--- src/rtl/dpic_pkg.sv ---
// shared types and constants of the door press interlock controller
`default_nettype none
package dpic_pkg;
   localparam int TIME_BITS_DEF = 32;
   localparam int MAX_CMDS = 11;
   localparam int CNT_BITS = 4;

   typedef enum logic [2:0] {
      ST_LOCK = 3'd0, ST_IDLE = 3'd1, ST_READY = 3'd2, ST_RUN = 3'd3,
      ST_EMER = 3'd4, ST_DONE = 3'd5, ST_INIT = 3'd6
   } mode_type;

   typedef enum logic [3:0] {
      C_NONE = 4'd0, C_YELLOW = 4'd1, C_OFF = 4'd2, C_GREEN = 4'd3, C_RED = 4'd4,
      C_OPEN = 4'd5, C_CLOSE = 4'd6, C_LOCK = 4'd7, C_UNLOCK = 4'd8, C_DREADY = 4'd9
   } cmd_type;

   localparam logic [2:0] REG_RISK = 3'd0;
   localparam logic [2:0] REG_ESTOP = 3'd1;
   localparam logic [2:0] REG_INIT_CLOSE = 3'd2;
   localparam logic [2:0] REG_DEBOUNCE = 3'd3;
   localparam logic [2:0] REG_LINK_LIMIT = 3'd4;
   localparam logic [2:0] REG_LOCK_PRESS = 3'd5;
   localparam logic [2:0] REG_CLOSE_CONFIRM = 3'd6;
   localparam logic [2:0] REG_RELEASE_DELAY = 3'd7;

   localparam int LOCK_REARM_MS = 1000;
   localparam int READY_HOLD_MS = 200;
   localparam int OPEN_HOLD_MS = 200;

   typedef struct packed {
      logic       risk_mode;
      logic       estop_active_high;
      logic [15:0] initial_close_ms;
      logic [3:0] debounce_count;
      logic [7:0] link_fail_limit;
      logic [15:0] lock_hold_ms;
      logic [15:0] close_confirm_ms;
      logic [15:0] btn_quiet_ms;
   } cfg_type;
endpackage
`default_nettype wire

--- src/rtl/dpic_engine.sv ---
// one poll of the interlock state machine: next state and command list
`default_nettype none
module dpic_engine import dpic_pkg::*; #(
   parameter int TIME_BITS = TIME_BITS_DEF
) (
   input  wire                  clock,
   input  wire                  reset,
   input  wire cfg_type         cfg,
   input  wire                  step,
   input  wire [7:0]            in_low,
   input  wire [7:0]            in_high,
   input  wire [7:0]            out_low,
   input  wire                  link_ok,
   input  wire [31:0]           now_ms,
   output cmd_type              cmd_list [MAX_CMDS],
   output logic [CNT_BITS-1:0]  cmd_count,
   output mode_type             mode_out
);
   typedef logic [TIME_BITS-1:0] t_type;
   typedef struct packed { t_type t; logic v; } stamp_type;

   mode_type mode_ff, mode_in;
   logic [7:0] lerr_ff, lerr_in;
   logic lfault_ff, lfault_in;
   logic [3:0] upc_ff, upc_in, dnc_ff, dnc_in;
   logic ups_ff, ups_in, dns_ff, dns_in;
   stamp_type lpt_ff, lpt_in, lrt_ff, lrt_in, rpt_ff, rpt_in, cpt_ff, cpt_in;
   stamp_type opt_ff, opt_in, rel_ff, rel_in, cst_ff, cst_in;
   logic lrel_ff, lrel_in;
   t_type lcm_ff, lcm_in;
   logic cflag_ff, cflag_in, ctop_ff, ctop_in, learned_ff, learned_in;
   logic pconf_ff, pconf_in;

   assign mode_out = mode_ff;

   always_comb begin
      cmd_type   lst [MAX_CMDS];
      logic [CNT_BITS-1:0] n;
      t_type now, close_ms, de, since_c;
      logic up, down, estop, laser, at_bottom_ok, risk_ok, btn, held;
      logic [TIME_BITS+1:0] de3, close2;
      mode_in = mode_ff; lerr_in = lerr_ff; lfault_in = lfault_ff;
      upc_in = upc_ff; dnc_in = dnc_ff; ups_in = ups_ff; dns_in = dns_ff;
      lpt_in = lpt_ff; lrt_in = lrt_ff; rpt_in = rpt_ff; cpt_in = cpt_ff;
      opt_in = opt_ff; rel_in = rel_ff; cst_in = cst_ff; lrel_in = lrel_ff;
      lcm_in = lcm_ff; cflag_in = cflag_ff; ctop_in = ctop_ff;
      learned_in = learned_ff; pconf_in = pconf_ff;
      for (int i = 0; i < MAX_CMDS; i++) lst[i] = C_NONE;
      n = '0;
      now = t_type'(now_ms);
      laser = 1'b0; up = 1'b0; down = 1'b0; estop = 1'b0; btn = 1'b0; held = 1'b0;
      at_bottom_ok = 1'b0; risk_ok = 1'b0; de = '0; de3 = '0; close2 = '0;
      close_ms = learned_ff ? lcm_ff : t_type'(cfg.initial_close_ms);
      since_c = now - cst_ff.t;
      if (!link_ok) begin
         if (lerr_in != 8'd255) lerr_in = lerr_in + 8'd1;
         if (lerr_in >= cfg.link_fail_limit && !lfault_in) begin
            lst[n] = C_YELLOW; n = n + 1'b1;
            lfault_in = 1'b1; lerr_in = '0;
         end
      end else begin
         if (lfault_in) begin lst[n] = C_OFF; n = n + 1'b1; lfault_in = 1'b0; end
         lerr_in = '0;
         if (in_low[0]) begin
            if (upc_in != 4'd15) upc_in = upc_in + 4'd1;
            if (upc_in >= cfg.debounce_count) ups_in = 1'b1;
            dnc_in = '0;
         end else begin upc_in = '0; ups_in = 1'b0; end
         if (in_low[1]) begin
            if (dnc_in != 4'd15) dnc_in = dnc_in + 4'd1;
            if (dnc_in >= cfg.debounce_count) dns_in = 1'b1;
            upc_in = '0;
         end else begin dnc_in = '0; dns_in = 1'b0; end
         up = ups_in; down = dns_in;

         if (mode_in == ST_INIT) mode_in = ST_LOCK;
         if (!out_low[7] && mode_in != ST_EMER) mode_in = ST_LOCK;
         if (mode_in == ST_LOCK && out_low[7]) mode_in = ST_IDLE;
         if (mode_in == ST_IDLE) begin
            if (up || pconf_in) mode_in = out_low[6] ? ST_READY : ST_IDLE;
            else if (down) mode_in = ST_DONE;
         end
         if (mode_in == ST_READY) begin
            if (!out_low[6]) mode_in = ST_IDLE;
            if (out_low[1] && !down) mode_in = ST_RUN;
         end
         if (mode_in == ST_RUN) begin
            at_bottom_ok = out_low[1] && down;
            risk_ok = cfg.risk_mode && out_low[1] && in_low[5] && cst_in.v &&
                      (since_c > close_ms);
            if (at_bottom_ok || risk_ok) begin
               lst[n] = C_GREEN; n = n + 1'b1;
               cflag_in = 1'b0; opt_in.v = 1'b0;
               if (ctop_in && cst_in.v) begin
                  lcm_in = since_c; learned_in = 1'b1; close_ms = since_c;
               end
               ctop_in = 1'b0;
               mode_in = ST_DONE;
            end
         end
         if (mode_in == ST_DONE && out_low[0] && (up || cfg.risk_mode)) begin
            lst[n] = C_OFF; n = n + 1'b1; mode_in = ST_IDLE;
         end
         if (mode_in == ST_EMER) begin
            lst[n] = C_RED; n = n + 1'b1;
            if (in_low[7:5] != 3'b111 && !in_high[0]) mode_in = ST_LOCK;
         end
         estop = cfg.estop_active_high ? in_high[3] : !in_high[3];
         if (estop) begin
            mode_in = ST_EMER;
            if (!up) begin lst[n] = C_OPEN; n = n + 1'b1; end
            lst[n] = C_LOCK; n = n + 1'b1;
         end
         if (in_low[7:5] != 3'b000 || in_high[0]) begin
            de = cst_in.v ? since_c : '0;
            // elapsed beyond floor(2*close/3) is the same as 3*elapsed > 2*close
            de3 = {2'b00, de} + {1'b0, de, 1'b0};
            close2 = {1'b0, close_ms, 1'b0};
            if (learned_in && cflag_in && cst_in.v && !down && de3 > close2) begin
               laser = 1'b1; mode_in = ST_EMER;
               lst[n] = C_OPEN; n = n + 1'b1;
               lst[n] = C_LOCK; n = n + 1'b1;
               cst_in.v = 1'b0; cflag_in = 1'b0;
            end
         end
         if (!estop && !laser) begin
            btn = in_high[2:1] != 2'b00;
            if (in_high[4]) begin
               if (!lpt_in.v) begin lpt_in.t = now; lpt_in.v = 1'b1; end
            end else begin lpt_in.v = 1'b0; lrel_in = 1'b1; end
            if (in_high[4] && (now - lpt_in.t) >= t_type'(cfg.lock_hold_ms) && lrel_in &&
                (!lrt_in.v || (now - lrt_in.t) >= t_type'(LOCK_REARM_MS))) begin
               lst[n] = out_low[7] ? C_LOCK : C_UNLOCK; n = n + 1'b1;
               lpt_in.v = 1'b0; lrel_in = 1'b0;
               lrt_in.t = now; lrt_in.v = 1'b1;
            end
            if (mode_in == ST_IDLE && !pconf_in) begin
               if (up) begin lst[n] = C_OPEN; n = n + 1'b1; pconf_in = 1'b1; end
               else if (down) begin lst[n] = C_CLOSE; n = n + 1'b1; pconf_in = 1'b1; end
            end
            if (mode_in == ST_IDLE) begin
               if (btn && !out_low[1]) begin
                  if (!rpt_in.v) begin rpt_in.t = now; rpt_in.v = 1'b1; end
               end else rpt_in.v = 1'b0;
               if (rpt_in.v && (now - rpt_in.t) >= t_type'(READY_HOLD_MS) && !rel_in.v) begin
                  lst[n] = C_DREADY; n = n + 1'b1;
                  rpt_in.v = 1'b0; pconf_in = 1'b1;
               end
            end
            if (mode_in == ST_READY) begin
               if (btn && !out_low[1] && !rel_in.v) begin
                  if (!cpt_in.v) begin cpt_in.t = now; cpt_in.v = 1'b1; end
               end else cpt_in.v = 1'b0;
               held = cpt_in.v && (now - cpt_in.t) >= t_type'(cfg.close_confirm_ms);
               if (in_high[2:1] == 2'b11 && held && !rel_in.v && !out_low[1]) begin
                  lst[n] = C_CLOSE; n = n + 1'b1;
                  cpt_in.v = 1'b0;
                  rel_in.t = now; rel_in.v = 1'b1;
                  cst_in.t = now; cst_in.v = 1'b1;
                  cflag_in = 1'b1; ctop_in = up;
               end
            end
            if (mode_in == ST_DONE) begin
               if (btn && !out_low[0]) begin
                  if (!opt_in.v) begin opt_in.t = now; opt_in.v = 1'b1; end
               end else opt_in.v = 1'b0;
               held = opt_in.v && (now - opt_in.t) >= t_type'(OPEN_HOLD_MS);
               if (btn && held && !rel_in.v && !out_low[0]) begin
                  lst[n] = C_OPEN; n = n + 1'b1;
                  opt_in.v = 1'b0;
                  rel_in.t = now; rel_in.v = 1'b1;
               end
            end
         end
         if (in_high[2:1] == 2'b00) begin
            if (rel_in.v && (now - rel_in.t) >= t_type'(cfg.btn_quiet_ms))
               rel_in.v = 1'b0;
         end else if (rel_in.v) begin
            rel_in.t = now;
         end
      end
      cmd_list = lst;
      cmd_count = n;
   end

   always_ff @(posedge clock) begin
      if (reset) begin
         mode_ff <= ST_INIT; lerr_ff <= '0; lfault_ff <= 1'b0;
         upc_ff <= '0; dnc_ff <= '0; ups_ff <= 1'b0; dns_ff <= 1'b0;
         lpt_ff <= '0; lrt_ff <= '0; rpt_ff <= '0; cpt_ff <= '0;
         opt_ff <= '0; rel_ff <= '0; cst_ff <= '0; lrel_ff <= 1'b1;
         lcm_ff <= '0; cflag_ff <= 1'b0; ctop_ff <= 1'b0;
         learned_ff <= 1'b0; pconf_ff <= 1'b0;
      end else if (step) begin
         mode_ff <= mode_in; lerr_ff <= lerr_in; lfault_ff <= lfault_in;
         upc_ff <= upc_in; dnc_ff <= dnc_in; ups_ff <= ups_in; dns_ff <= dns_in;
         lpt_ff <= lpt_in; lrt_ff <= lrt_in; rpt_ff <= rpt_in; cpt_ff <= cpt_in;
         opt_ff <= opt_in; rel_ff <= rel_in; cst_ff <= cst_in; lrel_ff <= lrel_in;
         lcm_ff <= lcm_in; cflag_ff <= cflag_in; ctop_ff <= ctop_in;
         learned_ff <= learned_in; pconf_ff <= pconf_in;
      end
   end
endmodule
`default_nettype wire

--- src/rtl/door_press_interlock_controller_core.sv ---
// top level of the door press interlock controller: registers, engine and output queue
`default_nettype none
// path: a poll word waits in the input register until the result buffer is free,
// is evaluated combinationally, and its words drain from that buffer
// throughput: a poll gives one to twelve words; the buffer drains one word a cycle
// while rsp_tready is high, and the next poll is evaluated as its last word leaves
// reset: synchronous, active high; state machine to init, counters and stamps cleared,
// configuration registers to their documented defaults
module door_press_interlock_controller_core import dpic_pkg::*; #(
   parameter int TIME_BITS = TIME_BITS_DEF
) (
   input  wire        clock,
   input  wire        reset,
   input  wire        req_tvalid,
   output logic       req_tready,
   input  wire [55:0] req_tdata,  // in_low, in_high, out_low, now_ms
   input  wire        req_tuser,  // link_ok
   output logic       rsp_tvalid,
   input  wire        rsp_tready,
   output logic [7:0] rsp_tdata,  // command, machine_state, pad
   output logic       rsp_tlast,  // last
   input  wire        csr_we,
   input  wire [2:0]  csr_addr,
   input  wire [15:0] csr_wdata
);
   cfg_type cfg_ff;

   // configuration registers
   always_ff @(posedge clock) begin
      if (reset) begin
         cfg_ff.risk_mode <= 1'b0;
         cfg_ff.estop_active_high <= 1'b0;
         cfg_ff.initial_close_ms <= 16'd2500;
         cfg_ff.debounce_count <= 4'd3;
         cfg_ff.link_fail_limit <= 8'd10;
         cfg_ff.lock_hold_ms <= 16'd300;
         cfg_ff.close_confirm_ms <= 16'd500;
         cfg_ff.btn_quiet_ms <= 16'd200;
      end else if (csr_we) begin
         case (csr_addr)
            REG_RISK:          cfg_ff.risk_mode <= csr_wdata[0];
            REG_ESTOP:         cfg_ff.estop_active_high <= csr_wdata[0];
            REG_INIT_CLOSE:    cfg_ff.initial_close_ms <= csr_wdata;
            REG_DEBOUNCE:      cfg_ff.debounce_count <= csr_wdata[3:0];
            REG_LINK_LIMIT:    cfg_ff.link_fail_limit <= csr_wdata[7:0];
            REG_LOCK_PRESS:    cfg_ff.lock_hold_ms <= csr_wdata;
            REG_CLOSE_CONFIRM: cfg_ff.close_confirm_ms <= csr_wdata;
            REG_RELEASE_DELAY: cfg_ff.btn_quiet_ms <= csr_wdata;
            default: ;
         endcase
      end
   end

   // input register
   logic        inv_ff;
   logic [55:0] ind_ff;
   logic        inl_ff;

   // result buffer: command list plus final word, drained one word a cycle while rsp_tready is high
   cmd_type             buf_ff [MAX_CMDS];
   logic [CNT_BITS-1:0] cnt_ff;
   logic [CNT_BITS-1:0] pos_ff;
   logic                busy_ff;

   cmd_type             elist [MAX_CMDS];
   logic [CNT_BITS-1:0] ecount;
   mode_type            emode;
   logic                step;
   logic                drain_done;

   // engine fires when the buffer is free or its last word leaves this cycle
   assign drain_done = busy_ff && rsp_tready && (pos_ff == cnt_ff);
   assign step = inv_ff && (!busy_ff || drain_done);
   assign req_tready = !inv_ff || step;

   dpic_engine #(.TIME_BITS(TIME_BITS)) u_engine (
      .clock(clock), .reset(reset), .cfg(cfg_ff), .step(step),
      .in_low(ind_ff[7:0]), .in_high(ind_ff[15:8]), .out_low(ind_ff[23:16]),
      .link_ok(inl_ff), .now_ms(ind_ff[55:24]),
      .cmd_list(elist), .cmd_count(ecount), .mode_out(emode)
   );

   always_ff @(posedge clock) begin
      if (reset) begin
         inv_ff <= 1'b0;
         busy_ff <= 1'b0;
         pos_ff <= '0;
         cnt_ff <= '0;
      end else begin
         if (req_tready) inv_ff <= req_tvalid;
         if (step) begin
            busy_ff <= 1'b1;
            pos_ff <= '0;
            cnt_ff <= ecount;
         end else if (drain_done) begin
            busy_ff <= 1'b0;
         end else if (busy_ff && rsp_tready) begin
            pos_ff <= pos_ff + 1'b1;
         end
      end
   end

   always_ff @(posedge clock) begin
      if (req_tready && req_tvalid) begin
         ind_ff <= req_tdata;
         inl_ff <= req_tuser;
      end
   end

   always_ff @(posedge clock) begin
      if (step) buf_ff <= elist;
   end

   logic [CNT_BITS-1:0] sel;
   assign sel = (pos_ff < cnt_ff) ? pos_ff : '0;

   // engine state holds still while a poll drains, so its mode is the poll's final state
   assign rsp_tvalid = busy_ff;
   assign rsp_tlast = (pos_ff == cnt_ff);
   assign rsp_tdata = {1'b0, emode,
                       (pos_ff == cnt_ff) ? C_NONE : buf_ff[sel]};
endmodule
`default_nettype wire

--- config.mk ---
export PLATFORM = sky130hd
export DESIGN_NAME = door_press_interlock_controller_core
export DESIGN_NICKNAME = d
export VERILOG_FILES = /design/src/rtl/dpic_pkg.sv /design/src/rtl/dpic_engine.sv /design/src/rtl/door_press_interlock_controller_core.sv
export SDC_FILE = /design/constraint.sdc
export NUM_CORES = 2
export LEC_CHECK = 0
export BUFFER_PORTS_ARGS = -buffer_cell sky130_fd_sc_hd__buf_2
export CORE_MARGIN = 3
export CORE_UTILIZATION = 65
export CTS_CLUSTER_DIAMETER = 80
export DETAILED_ROUTE_END_ITERATION = 10
export PLACE_DENSITY = 0.82
export SLEW_MARGIN = 20
export SYNTH_ARGS = -nofsm -noshare
export SYNTH_HDL_FRONTEND = slang
export SYNTH_HIERARCHICAL = 1
export SYNTH_SLANG_ARGS = --single-unit
--- constraint.sdc ---
create_clock -name clock -period 16.5 [get_ports clock]
set_input_delay 4.125 -clock clock [delete_from_list [all_inputs] [get_ports clock]]
set_output_delay 4.125 -clock clock [all_outputs]
set_load 0.005 [all_outputs]
* Word-level counts from Yosys, hierarchy flattened
Index checks and enable logic that the tools add are counted.
** Operators by class
- Add/sub/neg operators :: 24
- Magnitude comparators :: 37
- Equal/unequal tests :: 23
- Muxes and demuxes :: 251
- Bitwise gates (word level) :: 50
- Reductions and logical operators :: 100
** Operators by type and width (number)
- 2-to-1 mux 44 bit :: 34
- 2-to-1 mux 32 bit :: 23
- 2-to-1 mux 33 bit :: 12
- 2-to-1 mux 4 bit :: 66
- subtractor 32 bit :: 7
- demux 4 bit (select 4 bit) :: 12
- AND 22 bit :: 8
- NOT 22 bit :: 8
- bitwise OR 22 bit :: 8
- greater-or-equal comparator 32 x 16 -> 1 bit :: 3
- 2-to-1 mux 3 bit :: 25
- 2-to-1 mux 1 bit :: 71
- AND 33 bit :: 2
- NOT 33 bit :: 2
- bitwise OR 33 bit :: 2
- greater-or-equal comparator 5 bit, second input constant :: 13
- NOT 4 -> 5 bit :: 13
- greater-or-equal comparator 32 x 8 -> 1 bit, second input constant :: 2
- adder 4 x 1 -> 4 bit, second input constant :: 15
- less-than comparator 5 x 1 -> 1 bit, second input constant :: 12
- logical AND 1 bit :: 52
- bitwise mux 44 bit :: 1
- adder 32 x 33 -> 34 bit :: 1
- > comparator 34 x 33 -> 1 bit :: 1
- 32 further kinds :: 92
** Word-level totals
- Register bits after elaboration :: 479
- Bits of input ports :: 81
- Output and inout port bits :: 11
- Logic and storage cells :: 537

* Logic depth before layout (Yosys ltp)
- Depth in word-level cells :: 73
- Gate-level depth with buffers :: 82
- Gate-level depth less buffers :: 78

* Modules after synthesis
The synthesis kept the hierarchy.
** By module, submodules not included
- dpic_engine :: times used 1, cells each 4525, area an instance 33054.2 sq um, sequential area each 5805.6 sq um
- door_press_interlock_controller_core :: times used 1, cells each 581, area an instance 6862.8 sq um, sequential area each 4794.6 sq um

* Least setup slack after synthesis
Ideal clock, no wire load.
- Path type :: flip-flop to flip-flop
- Start :: register ind_ff[25]
- End :: register u_engine/rel_ff[0] (netlist name)
- Setup time :: 0.084 ns
- Arrival time :: 14.929 ns
- Slack :: 1.486 ns
- Cell stages (with the launch flop) :: 72
- Path buffers :: 4
- Clock period less this slack :: 15.014 ns
- Cells stage by stage :: edfxtp_1 > ha_1 > nor2b_1 > o21ai_0 > a21boi_0 > o21ai_0 > a21boi_0 > o21ai_0 > a21boi_0 > o21ai_0 > a21boi_0 > o21a_1 > nor2_1 > o31ai_1 > o211ai_1 > a21oi_1 > o211ai_1 > nand3_1 > (+36 left out) > nand4_1 > o21ai_0 > nor2_2 > o31a_1 > o21ai_0 > xor2_1 > ha_1 > a222oi_1 > o311ai_0 > nand3b_1 > a2111oi_0 > o2111ai_1 > a311oi_1 > o211ai_1 > a211oi_1 > o2111ai_1 > or4_1 > o31ai_2
** On the way
- Longest elaborated chain between the ends :: 34
- Elaborated cells on any way between the ends :: 82
- Classes of those cells :: 5 x add/sub; 5 x order compare; 4 x eq/ne; 48 x mux; 20 x reduce/logical
** Ends and longest elaborated chain
- start, declared :: RTL line door_press_interlock_controller_core.sv:56 : logic [55:0] ind_ff;
- start signal, assigned :: RTL line door_press_interlock_controller_core.sv:105 : ind_ff <= req_tdata;
- branches (longest 33 deep; another with subtractor 32 bit)
- 2-to-1 mux 1 bit * :: RTL line dpic_engine.sv:175 : if (in_high[2:1] == 2'b00) begin
- end signal, assigned :: RTL line dpic_engine.sv:198 : opt_ff <= opt_in; rel_ff <= rel_in; cst_ff <= cst_in; lrel_ff <= lrel_in;
- end, declared :: RTL line dpic_engine.sv:28 : stamp_type opt_ff, opt_in, rel_ff, rel_in, cst_ff, cst_in;
Mark *: on every way between the ends. The select of a mux whose other input is x is not followed.
A chain may end at the register's enable or synchronous reset.

* Worst setup path in the final report
Same ends and word-level chain as after synthesis.

==> impl_metrics.tcl <==
set metrics [dict create \
    outcome "finished clean" \
    finalSetupViolations 0 \
    power.density_nw_per_um2 76.4 \
    synth_cells 5096 \
    fill_cells 4923 \
    largest_reg_flops 78 \
    cts_made_buffers 53 \
    top_level_ports 92 \
    worstSetupPathType "reg -> reg" \
    slew_headroom 0.248 \
    path_buf_inv 4 \
    cp-start-kind "flip-flop" \
    grt_use_total 0.355 \
    cp_max_fo 8 \
    wl_mm 118 \
    io_buffer_count 80 \
    syn_avg_cell_area_um2 7.77 \
    hold-path-endpoint "u_engine/cst_ff[16]$_SDFFE_PP0P_" \
    drc 0 \
    cts_max_level 2 \
    finalHoldViolCount 0 \
    synth_warnings 6 \
    top_regs "cfg_ff x78, ind_ff x46, buf_ff x44" \
    worst_slack_ps 821 \
    holdCritStartpoint "u_engine/cst_ff[16]$_SDFFE_PP0P_" \
    peakVddDrop_mv 0.0922 \
    die_h_um 253 \
    drive_above_1_share 0.0699 \
    die_area_um2 63900 \
    rr_worst_depth 76 \
    grt_pass1_vias 34116 \
    cp-end-kind "flip-flop" \
    drt_iter0_markers 3260 \
    antenna_found_initial 2 \
    hold_path_class "reg -> reg" \
    cp.arrival_ps 16210 \
    timing.critical_path.mode_cell "a21o_1" \
    grt_pass1_wl_mm 183 \
    r2r_start "ind_ff[25]$_DFFE_PP_" \
    syn_nets 5608 \
    rows 89 \
    crit_path_top_delay_cell "or4_1" \
    place.gp.congestion 0.979 \
    period_minus_slack_ps 15680 \
    drv_cap 0 \
    floorplan.initialDensity 0.664 \
    regToRegSetupSlack_ps 820 \
    tightest_slew_ps 1120 \
    vias_per_cell 6.39 \
    cts.sinks 469 \
    clkTransAtPathRegs_ps 70 \
    leakage_nw 17.4 \
    synth_area_um2 39600 \
    critical-path-max-stage-delay_ps 550 \
    fin_skew_ps 28.0 \
    cts_tree "done" \
    core-area_um2 59700 \
    avgRoutedWirePerCell_um 20.1 \
    reg2reg_to "u_engine/rel_ff[0]$_SDFFE_PP0P_" \
    worstHoldPathCells 2 \
    dr.pass1.iters 6 \
    cp.required_ps 17030 \
    vias 37589 \
    antenna_cells 0 \
    hold-worst-slack_ps 450 \
    finalMaxSlewViolations 0 \
    fmax_mhz 63.8 \
    fin_util 0.713 \
    place_ws_ps 323 \
    regMostFlops "cfg_ff" \
    syn_to_final_growth_pct 7.45 \
    path_delay_family "compound AO/OA/AOI/OAI gates" \
    nNetsFinal 5579 \
    clock_latency_ps 620 \
    grt_max_degree 198 \
    cts_root_buf "clkbuf_16" \
    die_w_um 253 \
    setup_tns_ps 0 \
    grt_overflow_total 0 \
    ant_nets 0 \
    clk_path_buf_depth 3 \
    dp_hpwl_mm 85.2 \
    post-route-period-util 0.950 \
]
## worst reg2reg max path, delay by kind of cell (launching register included)
family / cells / cell delay (ps)
AO/OA/AOI/OAI: 40 / 7860
XOR/XNOR: 2 / 340
adder cells (fa/ha/maj): 9 / 2520
buffers and inverters: 4 / 450
flip-flops: 1 / 450
multiplexers: 1 / 300
AND/OR/NAND/NOR: 20 / 3630
## per-stage QoR
step,cells,cell area (um2),total power (W)
after floorplan,5096,39600,0.00184
after global placement,5780,40700,0.00204
after detailed placement,5780,40700,0.00206
after CTS,5878,42500,0.00325
after global routing,5883,42600,0.00340
final,5883,42600,0.00325
## worst max-delay path by stage
| stage | startpoint | end | slack (ps) | cells past startpoint |
|---|---|---|---|---|
| global placement | ind_ff[24]$_DFFE_PP_ | u_engine/rel_ff[0]$_SDFFE_PP0P_ | 620 | 72 |
| finish | ind_ff[25]$_DFFE_PP_ | u_engine/rel_ff[0]$_SDFFE_PP0P_ | 820 | 76 |
| floorplan | ind_ff[25]$_DFFE_PP_ | u_engine/rel_ff[0]$_SDFFE_PP0P_ | 1490 | 71 |
| detailed placement | ind_ff[24]$_DFFE_PP_ | u_engine/rel_ff[0]$_SDFFE_PP0P_ | 320 | 72 |
| CTS | ind_ff[24]$_DFFE_PP_ | u_engine/rel_ff[0]$_SDFFE_PP0P_ | 210 | 72 |
| global route | ind_ff[25]$_DFFE_PP_ | u_engine/rel_ff[0]$_SDFFE_PP0P_ | -10 | 74 |
## cells in the final DEF, fill, tap and decap left out, types with 61 or more instances in the layout
master / n
buf_2: 79
and2_1: 63
nor2b_1: 75
xnor2_1: 117
nor3_1: 103
ha_1: 422
inv_1: 256
o21ai_0: 207
edfxtp_1: 91
nor2_1: 507
dfxtp_1: 378
nand3_1: 98
a21oi_1: 482
nand2b_1: 61
a21o_1: 118
nand2_1: 648
a211oi_1: 149
mux2i_1: 235
nand4_1: 63
buf_4: 82
## routing by layer
metal  share of wire  GRT usage
met5         0.00024          0
met3           0.077     0.0541
met1            0.43      0.465
met2            0.44      0.571
met4           0.059      0.184
## power breakdown
group          internal, W  switching [W]  total, W
registers          0.00119      0.0000224   0.00122
logic             0.000320       0.000525  0.000845
clock network     0.000692       0.000500   0.00119
## repair_timing
item                       CTS  global route
hold buffers                 0             0
setup endpoints to repair    0             1
gates resized for setup      0            19
setup buffers                0             5
## area by class of cell
type                       count  area (um2)  area share
multi-input combinational   4117       27500       0.646
clock inverter                19         250     0.00588
tap                          773         967      0.0227
inverter                     261         980      0.0230
timing repair buffer         165        1070      0.0252
clock buffer                  79        1500      0.0351
sequential                   469       10300       0.242
No activity file was read; power rests on OpenSTA's default activity.
